### config.mk
export PLATFORM = sky130hd
export DESIGN_NAME = find_in_comma_set_unit
export DESIGN_NICKNAME = d
export VERILOG_FILES = /design/src/hdl/fics_pkg.sv /design/src/hdl/find_in_comma_set_unit.sv /design/src/hdl/fics_ram.sv /design/src/hdl/fics_scan.sv
export SDC_FILE = /design/constraint.sdc
export NUM_CORES = 1
export LEC_CHECK = 0
export BUFFER_PORTS_ARGS = -buffer_cell sky130_fd_sc_hd__buf_4
export CAP_MARGIN = 20
export CORE_MARGIN = 2
export CORE_UTILIZATION = 63
export DETAILED_ROUTE_END_ITERATION = 8
export PLACE_DENSITY = 0.8
export SKIP_CTS_REPAIR_TIMING = 1
export SLEW_MARGIN = 20
export SYNTH_ARGS = -nofsm -noshare
export SYNTH_HDL_FRONTEND = slang
export SYNTH_SLANG_ARGS = --single-unit
### constraint.sdc
create_clock -name clock -period 5.03 [get_ports clock]
set_input_delay 1.2575 -clock clock [delete_from_list [all_inputs] [get_ports clock]]
set_output_delay 1.2575 -clock clock [all_outputs]
set_load 0.05 [all_outputs]
### src/hdl/fics_pkg.sv
package fics_pkg;

   localparam int NEEDLE_MAX = 64;
   localparam int NEEDLE_AW  = $clog2(NEEDLE_MAX);
   localparam int LEN_W      = $clog2(NEEDLE_MAX + 1);
   localparam int POS_W      = 16;
   localparam int BYTE_W     = 8;

   localparam logic [POS_W-1:0]  TOKEN_MAX  = 16'hFFFF;
   localparam logic [BYTE_W-1:0] COMMA_BYTE = 8'h2C;
   localparam logic [BYTE_W-1:0] NUL_BYTE   = 8'h00;

   localparam logic OP_NEEDLE = 1'b0;
   localparam logic OP_SET    = 1'b1;

   typedef struct packed {
      logic              operation;
      logic [BYTE_W-1:0] char_byte;
      logic              last;
      logic              is_null;
   } item_type;

   typedef struct packed {
      logic [POS_W-1:0] position;
      logic             null_result;
      logic             needle_overflow;
   } result_type;

endpackage

### src/hdl/find_in_comma_set_unit.sv
// channel | dir | tdata                | tuser                               | tlast
// req     | in  | [7:0] char_byte      | [0] operation, [1] is_null          | last
// rsp     | out | [15:0] position      | [0] null_result, [1] needle_overflow| -
//
// One byte per cycle but for the stall below: input register -> scan -> result register,
// which loads the result as the set string's last byte leaves the input register.
// The needle RAM is read ahead at the next match offset, with write forwarding.
// reset is synchronous and clears the row state; needle RAM contents are left as they are.
// A full result register stalls only a byte that closes a row; only then is req_tready low.
module find_in_comma_set_unit (
   input  logic        clock,
   input  logic        reset,
   input  logic        req_tvalid,
   output logic        req_tready,
   input  logic [7:0]  req_tdata,   // [7:0] char_byte
   input  logic [1:0]  req_tuser,   // [0] operation, [1] is_null
   input  logic        req_tlast,
   output logic        rsp_tvalid,
   input  logic        rsp_tready,
   output logic [15:0] rsp_tdata,   // [15:0] position
   output logic [1:0]  rsp_tuser    // [0] null_result, [1] needle_overflow
);

   logic                 in_valid_ff, in_valid_in;
   fics_pkg::item_type   in_item_ff;
   logic                 rsp_valid_ff, rsp_valid_in;
   fics_pkg::result_type rsp_data_ff;
   fics_pkg::result_type scan_result;
   logic                 gives_result;
   logic                 out_free;
   logic                 advance;

   assign gives_result = (in_item_ff.operation == fics_pkg::OP_SET) && in_item_ff.last;
   assign out_free     = !rsp_valid_ff || rsp_tready;
   assign advance      = in_valid_ff && (!gives_result || out_free);
   assign req_tready   = !in_valid_ff || advance;

   always_comb begin
      in_valid_in = in_valid_ff;
      if (req_tready) begin
         in_valid_in = req_tvalid;
      end
      rsp_valid_in = rsp_valid_ff;
      if (advance && gives_result) begin
         rsp_valid_in = 1'b1;
      end else if (rsp_tready) begin
         rsp_valid_in = 1'b0;
      end
   end

   fics_scan u_scan (
      .clock   (clock),
      .reset   (reset),
      .advance (advance),
      .item    (in_item_ff),
      .result  (scan_result)
   );

   always_ff @(posedge clock) begin
      if (reset) begin
         in_valid_ff  <= 1'b0;
         rsp_valid_ff <= 1'b0;
      end else begin
         in_valid_ff  <= in_valid_in;
         rsp_valid_ff <= rsp_valid_in;
      end
   end

   always_ff @(posedge clock) begin
      if (req_tready && req_tvalid) begin
         in_item_ff.operation <= req_tuser[0];
         in_item_ff.char_byte <= req_tdata;
         in_item_ff.last      <= req_tlast;
         in_item_ff.is_null   <= req_tuser[1];
      end
      if (advance && gives_result) begin
         rsp_data_ff <= scan_result;
      end
   end

   assign rsp_tvalid   = rsp_valid_ff;
   assign rsp_tdata    = rsp_data_ff.position;
   assign rsp_tuser[0] = rsp_data_ff.null_result;
   assign rsp_tuser[1] = rsp_data_ff.needle_overflow;

endmodule

### src/hdl/fics_ram.sv
module fics_ram #(
   parameter int WIDTH = 8,
   parameter int DEPTH = 64
) (
   input  logic                     clock,
   input  logic                     wr_en,
   input  logic [$clog2(DEPTH)-1:0] wr_addr,
   input  logic [WIDTH-1:0]         wr_data,
   input  logic [$clog2(DEPTH)-1:0] rd_addr,
   output logic [WIDTH-1:0]         rd_data
);

   logic [WIDTH-1:0] mem_ff [DEPTH];
   logic [WIDTH-1:0] rd_data_ff;

   always_ff @(posedge clock) begin
      if (wr_en) begin
         mem_ff[wr_addr] <= wr_data;
      end
      rd_data_ff <= mem_ff[rd_addr];
   end

   assign rd_data = rd_data_ff;

endmodule

### src/hdl/fics_scan.sv
module fics_scan (
   input  logic                clock,
   input  logic                reset,
   input  logic                advance,
   input  fics_pkg::item_type  item,
   output fics_pkg::result_type result
);

   logic [fics_pkg::LEN_W-1:0]  needle_length_ff, needle_length_in;
   logic                        needle_has_comma_ff, needle_has_comma_in;
   logic                        needle_truncated_ff, needle_truncated_in;
   logic                        set_truncated_ff, set_truncated_in;
   logic                        saw_null_ff, saw_null_in;
   logic                        overflow_seen_ff, overflow_seen_in;
   logic [fics_pkg::POS_W-1:0]  token_count_ff, token_count_in;
   logic [fics_pkg::LEN_W-1:0]  match_offset_ff, match_offset_in;
   logic                        still_matching_ff, still_matching_in;
   logic                        token_nonempty_ff, token_nonempty_in;
   logic [fics_pkg::POS_W-1:0]  found_index_ff, found_index_in;

   logic                          fwd_valid_ff, fwd_valid_in;
   logic [fics_pkg::BYTE_W-1:0]   fwd_data_ff;

   logic                          wr_en;
   logic [fics_pkg::NEEDLE_AW-1:0] wr_addr;
   logic [fics_pkg::NEEDLE_AW-1:0] rd_addr;
   logic [fics_pkg::BYTE_W-1:0]   rd_data;
   logic [fics_pkg::BYTE_W-1:0]   needle_q;

   logic                          set_op;
   logic                          row_done;
   logic                          byte_active;
   logic                          data_byte;
   logic                          tok_close;
   logic                          nonempty_u;
   logic                          still_u;
   logic [fics_pkg::LEN_W-1:0]    offset_u;
   logic [fics_pkg::POS_W-1:0]    count_u;
   logic [fics_pkg::POS_W-1:0]    found_u;
   logic                          saw_null_u;

   assign needle_q = fwd_valid_ff ? fwd_data_ff : rd_data;
   assign set_op   = (item.operation == fics_pkg::OP_SET);
   assign row_done = advance && set_op && item.last;

   // needle append
   assign wr_en   = advance && !set_op && !item.is_null && !needle_truncated_ff
                    && (item.char_byte != fics_pkg::NUL_BYTE)
                    && (needle_length_ff < fics_pkg::LEN_W'(fics_pkg::NEEDLE_MAX));
   assign wr_addr = needle_length_ff[fics_pkg::NEEDLE_AW-1:0];

   // set byte scan
   always_comb begin
      byte_active = !item.is_null && !set_truncated_ff;
      data_byte   = byte_active && (item.char_byte != fics_pkg::NUL_BYTE)
                    && (item.char_byte != fics_pkg::COMMA_BYTE);
      tok_close   = item.last || (byte_active && ((item.char_byte == fics_pkg::NUL_BYTE)
                    || (item.char_byte == fics_pkg::COMMA_BYTE)));
      nonempty_u  = token_nonempty_ff || data_byte;
      still_u     = still_matching_ff;
      offset_u    = match_offset_ff;
      if (data_byte && still_matching_ff) begin
         if ((match_offset_ff < needle_length_ff) && (needle_q == item.char_byte)) begin
            offset_u = match_offset_ff + fics_pkg::LEN_W'(1);
         end else begin
            still_u = 1'b0;
         end
      end
      count_u = token_count_ff;
      found_u = found_index_ff;
      if (tok_close && nonempty_u) begin
         if (token_count_ff != fics_pkg::TOKEN_MAX) begin
            count_u = token_count_ff + fics_pkg::POS_W'(1);
         end
         if (still_u && (offset_u == needle_length_ff)
             && (found_index_ff == fics_pkg::POS_W'(0))) begin
            found_u = count_u;
         end
      end
      saw_null_u = saw_null_ff || item.is_null;
   end

   always_comb begin
      needle_length_in    = needle_length_ff;
      needle_has_comma_in = needle_has_comma_ff;
      needle_truncated_in = needle_truncated_ff;
      set_truncated_in    = set_truncated_ff;
      saw_null_in         = saw_null_ff;
      overflow_seen_in    = overflow_seen_ff;
      token_count_in      = token_count_ff;
      match_offset_in     = match_offset_ff;
      still_matching_in   = still_matching_ff;
      token_nonempty_in   = token_nonempty_ff;
      found_index_in      = found_index_ff;
      if (advance) begin
         saw_null_in = saw_null_u;
         if (!set_op) begin
            if (!item.is_null && !needle_truncated_ff) begin
               if (item.char_byte == fics_pkg::NUL_BYTE) begin
                  needle_truncated_in = 1'b1;
               end else begin
                  if (item.char_byte == fics_pkg::COMMA_BYTE) begin
                     needle_has_comma_in = 1'b1;
                  end
                  if (wr_en) begin
                     needle_length_in = needle_length_ff + fics_pkg::LEN_W'(1);
                  end else begin
                     overflow_seen_in = 1'b1;
                  end
               end
            end
         end else if (item.last) begin
            needle_length_in    = '0;
            needle_has_comma_in = 1'b0;
            needle_truncated_in = 1'b0;
            set_truncated_in    = 1'b0;
            saw_null_in         = 1'b0;
            overflow_seen_in    = 1'b0;
            token_count_in      = '0;
            found_index_in      = '0;
            match_offset_in     = '0;
            still_matching_in   = 1'b1;
            token_nonempty_in   = 1'b0;
         end else begin
            if (byte_active && (item.char_byte == fics_pkg::NUL_BYTE)) begin
               set_truncated_in = 1'b1;
            end
            token_count_in = count_u;
            found_index_in = found_u;
            if (tok_close) begin
               match_offset_in   = '0;
               still_matching_in = 1'b1;
               token_nonempty_in = 1'b0;
            end else begin
               match_offset_in   = offset_u;
               still_matching_in = still_u;
               token_nonempty_in = nonempty_u;
            end
         end
      end
   end

   // read ahead at the next offset; a write to that entry is forwarded
   assign rd_addr      = match_offset_in[fics_pkg::NEEDLE_AW-1:0];
   assign fwd_valid_in = wr_en && (wr_addr == rd_addr);

   always_comb begin
      result = '0;
      if (saw_null_u) begin
         result.null_result = 1'b1;
      end else begin
         result.needle_overflow = overflow_seen_ff;
         if (!needle_has_comma_ff && !overflow_seen_ff) begin
            result.position = found_u;
         end
      end
   end

   fics_ram #(
      .WIDTH (fics_pkg::BYTE_W),
      .DEPTH (fics_pkg::NEEDLE_MAX)
   ) u_needle_ram (
      .clock   (clock),
      .wr_en   (wr_en),
      .wr_addr (wr_addr),
      .wr_data (item.char_byte),
      .rd_addr (rd_addr),
      .rd_data (rd_data)
   );

   always_ff @(posedge clock) begin
      if (reset) begin
         needle_length_ff    <= '0;
         needle_has_comma_ff <= 1'b0;
         needle_truncated_ff <= 1'b0;
         set_truncated_ff    <= 1'b0;
         saw_null_ff         <= 1'b0;
         overflow_seen_ff    <= 1'b0;
         token_count_ff      <= '0;
         match_offset_ff     <= '0;
         still_matching_ff   <= 1'b1;
         token_nonempty_ff   <= 1'b0;
         found_index_ff      <= '0;
         fwd_valid_ff        <= 1'b0;
      end else begin
         needle_length_ff    <= needle_length_in;
         needle_has_comma_ff <= needle_has_comma_in;
         needle_truncated_ff <= needle_truncated_in;
         set_truncated_ff    <= set_truncated_in;
         saw_null_ff         <= saw_null_in;
         overflow_seen_ff    <= overflow_seen_in;
         token_count_ff      <= token_count_in;
         match_offset_ff     <= match_offset_in;
         still_matching_ff   <= still_matching_in;
         token_nonempty_ff   <= token_nonempty_in;
         found_index_ff      <= found_index_in;
         fwd_valid_ff        <= fwd_valid_in;
      end
   end

   always_ff @(posedge clock) begin
      fwd_data_ff <= item.char_byte;
   end

   a_offset_in_needle: assert property (@(posedge clock) disable iff (reset)
      match_offset_ff <= needle_length_ff)
      else $error("match offset beyond needle length");

   a_length_bound: assert property (@(posedge clock) disable iff (reset)
      needle_length_ff <= fics_pkg::LEN_W'(fics_pkg::NEEDLE_MAX))
      else $error("needle length beyond store");

   a_row_cleared: assert property (@(posedge clock) disable iff (reset)
      row_done |=> (needle_length_ff == '0) && (token_count_ff == '0)
                   && (found_index_ff == '0) && !saw_null_ff)
      else $error("row state not cleared after result");

   a_found_counted: assert property (@(posedge clock) disable iff (reset)
      found_index_ff <= token_count_ff)
      else $error("found index ahead of token count");

endmodule

==> out/metrics.yaml <==
worst_setup_path:
  critPathLaunchType: "register"
  criticalPathCategory: "register to register"
  cp_slowest_cell: "o31ai_2"
  crit_required_ns: 5.50
  path_cells: "inv_1 > ha_1 > a21oi_1 > a21oi_1 > o31ai_2 > o211a_4 > buf_12 > mux2i_1 > mux2_2 > a221oi_1 > a311oi_1 > nor4_1"
  ff2ff_setup_slack_ns: 0.18
  cp.depth: 12
  path_buf_inv: 2
  crit_arrival_ns: 5.33
  reg2reg_depth: 12
  crit_family: "compound AO/OA/AOI/OAI gates"
  worstPathMaxFanout: 42
  cp-end-kind: "register"
  critPathMaxStageDelay_ns: 0.87
  cpMostUsedCell: "a21oi_1"
die:
  ios: 35
  dieHeight_um: 204
  coreArea_mm2: 0.0397
  die_w_um: 204
  initial_core_util_pct: 63.7
  die_area_mm2: 0.0418
  rows: 73
logic_synthesis:
  ys.warnings.count: 0
  synth_seq_area_share_pct: 69.9
  synth_ff_type: "edfxtp_1"
  synth_cell_types: 69
  yosys-top-cells-area: "edfxtp_1 64%, dfxtp_1 5.7%, nand2_1 4.4%"
  synth_top_area_share_pct: 64.2
  yosysMostFrequentCell: "edfxtp_1"
  synth.ff_latch_count: 613
  syn-num-nets: 1919
  syn_area_mm2: 0.0253
  postSynthCellCount: 1895
  async_reset_ff_share_pct: 0
  synth_common_cells: "541 x edfxtp_1, 300 x nand2_1, 145 x nor2_1"
  yosys.area.top_type: "edfxtp_1"
  syn_avg_cell_area_um2: 13.4
  synth-edff-count: 541
finish:
  drive_above_1_share_pct: 12.0
  syn_to_final_growth_pct: 11.6
  nFillCells: 2594
  fin_cells: 2528
  utilization_pct: 71.1
  post-route-cell-area_mm2: 0.0282
  layout.nets: 1977
  antenna_cells: 0
grt:
  grt.total_usage_pct: 30.8
  grt_antenna_before_repair: 0
  grt_first_pass_wirelength_um: 95900
  grt_overflow_total: 0
  grt_max_degree: 66
  grt_pass1_vias: 16000
cts:
  clk_latency_ns: 0.62
  cts_buffers: 59
  cts_root_buf: "clkbuf_16"
  cts_htree_levels: 2
  clock_path_buffers: 3
  cts_tree: "built"
  clkTransAtPathRegs_ns: 0.06
  clock_sinks: 613
hold_path:
  min_path_type: "register to register"
  min_path_cells: 2
place:
  placed_cell_area_mm2: 0.0264
  gp_congestion: 0.930
  dpl.hpwl_um: 40300
  port_buffers: 34
  placed_cells: 2415
  dp_slack_ns: 0.201
drt:
  drc: 0
  drt_pass1_iterations: 6
  dr.first_iter.drc_count: 2093
  drt_wl_total_um: 64100
  wl_per_cell_um: 25.4
  detail-route-antenna-nets: 0
  via_per_inst: 6.52
  dr_total_vias: 16500
sta:
  max_freq_mhz: 206
  finalSetupTns_ns: 0
  fin_worst_skew_ns: 0.0143
  timing.final.crit_share_pct: 96.4
  slew_headroom_pct: 32.2
  maxSlewViolCount: 0
  setup_viol: 0
  rsz0062_at_grt: "false"
  fin_ws_ns: 0.179
  post-route-min-period_ns: 4.85
  fin_worst_hold_slack_ns: 0.477
  hold_viol_final: 0
  max_slew.worst_pin.slew_ns: 1.01
status:
  status: "finished, final reports clean"
power_and_ir_drop:
  total_power_mw: 9.97
  max-vdd-ir-drop_mv: 0.312
  power.density_mw_per_mm2: 353
  p_leak_nw: 10.3
run:
  cap_violations: 0
-- flip-flops by register name, summed over array words and instances, names as in the netlist --
name and cells:
u_scan.u_needle_ram.mem_ff 512, rsp_tdata 16, u_scan.found_index_ff 16, u_scan.token_count_ff 16, in_item_ff 11, u_scan.fwd_data_ff 8, u_scan.u_needle_ram.rd_data 8, u_scan.match_offset_ff 7
u_scan.needle_length_ff 7, rsp_tuser 2, in_valid_ff 1, rsp_tvalid 1, u_scan.fwd_valid_ff 1, u_scan.needle_has_comma_ff 1, u_scan.needle_truncated_ff 1, u_scan.overflow_seen_ff 1
u_scan.saw_null_ff 1, u_scan.set_truncated_ff 1, u_scan.still_matching_ff 1, u_scan.token_nonempty_ff 1
-- kinds of logic after synthesis --
kind of cell,share of synthesized area (%)
buffers and inverters,2.14
and+or+nand+nor,12.5
AOI/OAI and AO/OA,7.86
DFF,69.9
xor gates and xnor gates,1.35
muxes,5.81
adders and majority gates,0.445
-- layer usage --
metal | vias to the layer above | GRT usage, % | wire (µm)
met3 | 163 | 5.33 | 6480
met1 | 8120 | 42.7 | 24800
met4 | 0 | 12.7 | 2680
met2 | 925 | 48.8 | 30100
met5 | - | 0 | 0
li1 | 7277 | - | -
-- cell type report --
type / instances / area, µm² / share of cell area [%]
Multi-Input combinational cell: 1163 / 7140 / 25.3
Timing Repair Buffer: 102 / 878 / 3.11
Clock buffer: 85 / 1610 / 5.71
Tap cell: 525 / 657 / 2.33
Clock inverter: 26 / 219 / 0.775
Inverter: 14 / 52.6 / 0.186
Sequential cell: 613 / 17700 / 62.6
-- where the power goes --
group | switching [mW] | total [mW] | leakage, nW | internal [mW]
registers | 0.0169 | 5.56 | 5.45 | 5.55
logic | 0.143 | 0.181 | 3.96 | 0.0378
clock network | 1.89 | 4.23 | 0.896 | 2.34
-- worst reg2reg max path: cells and delay by family (launching register included) --
| family | cells | cell delay, ns |
|---|---|---|
| buffers and inverters | 2 | 0.49 |
| adder cells (fa/ha/maj) | 1 | 0.33 |
| AND/OR/NAND/NOR | 1 | 0.44 |
| multiplexers | 2 | 0.42 |
| flip-flops | 1 | 0.58 |
| AO/OA/AOI/OAI | 6 | 2.46 |
-- layout by cell type (no fill, tap or decap), drive strengths merged, types with 26 or more instances in the layout --
cell type and n:
a21oi 44, nand3 117, nand2 303, nor2 146, dfxtp 72, nor3 28, clkbuf 85, nor4 26
o21ai 32, a22oi 29, mux2i 112, mux2 29, edfxtp 541, buf 102
-- final timing paths --
path / from / endpoint
worst min-delay path: u_scan.needle_truncated_ff / u_scan.needle_truncated_ff
worst max register to register: u_scan.needle_length_ff[2] / u_scan.u_needle_ram.rd_data[7]
worst max-delay path: u_scan.needle_length_ff[2] / u_scan.u_needle_ram.rd_data[7]
worst min register to register: u_scan.needle_truncated_ff / u_scan.needle_truncated_ff
(Power assumes the default switching activity.)
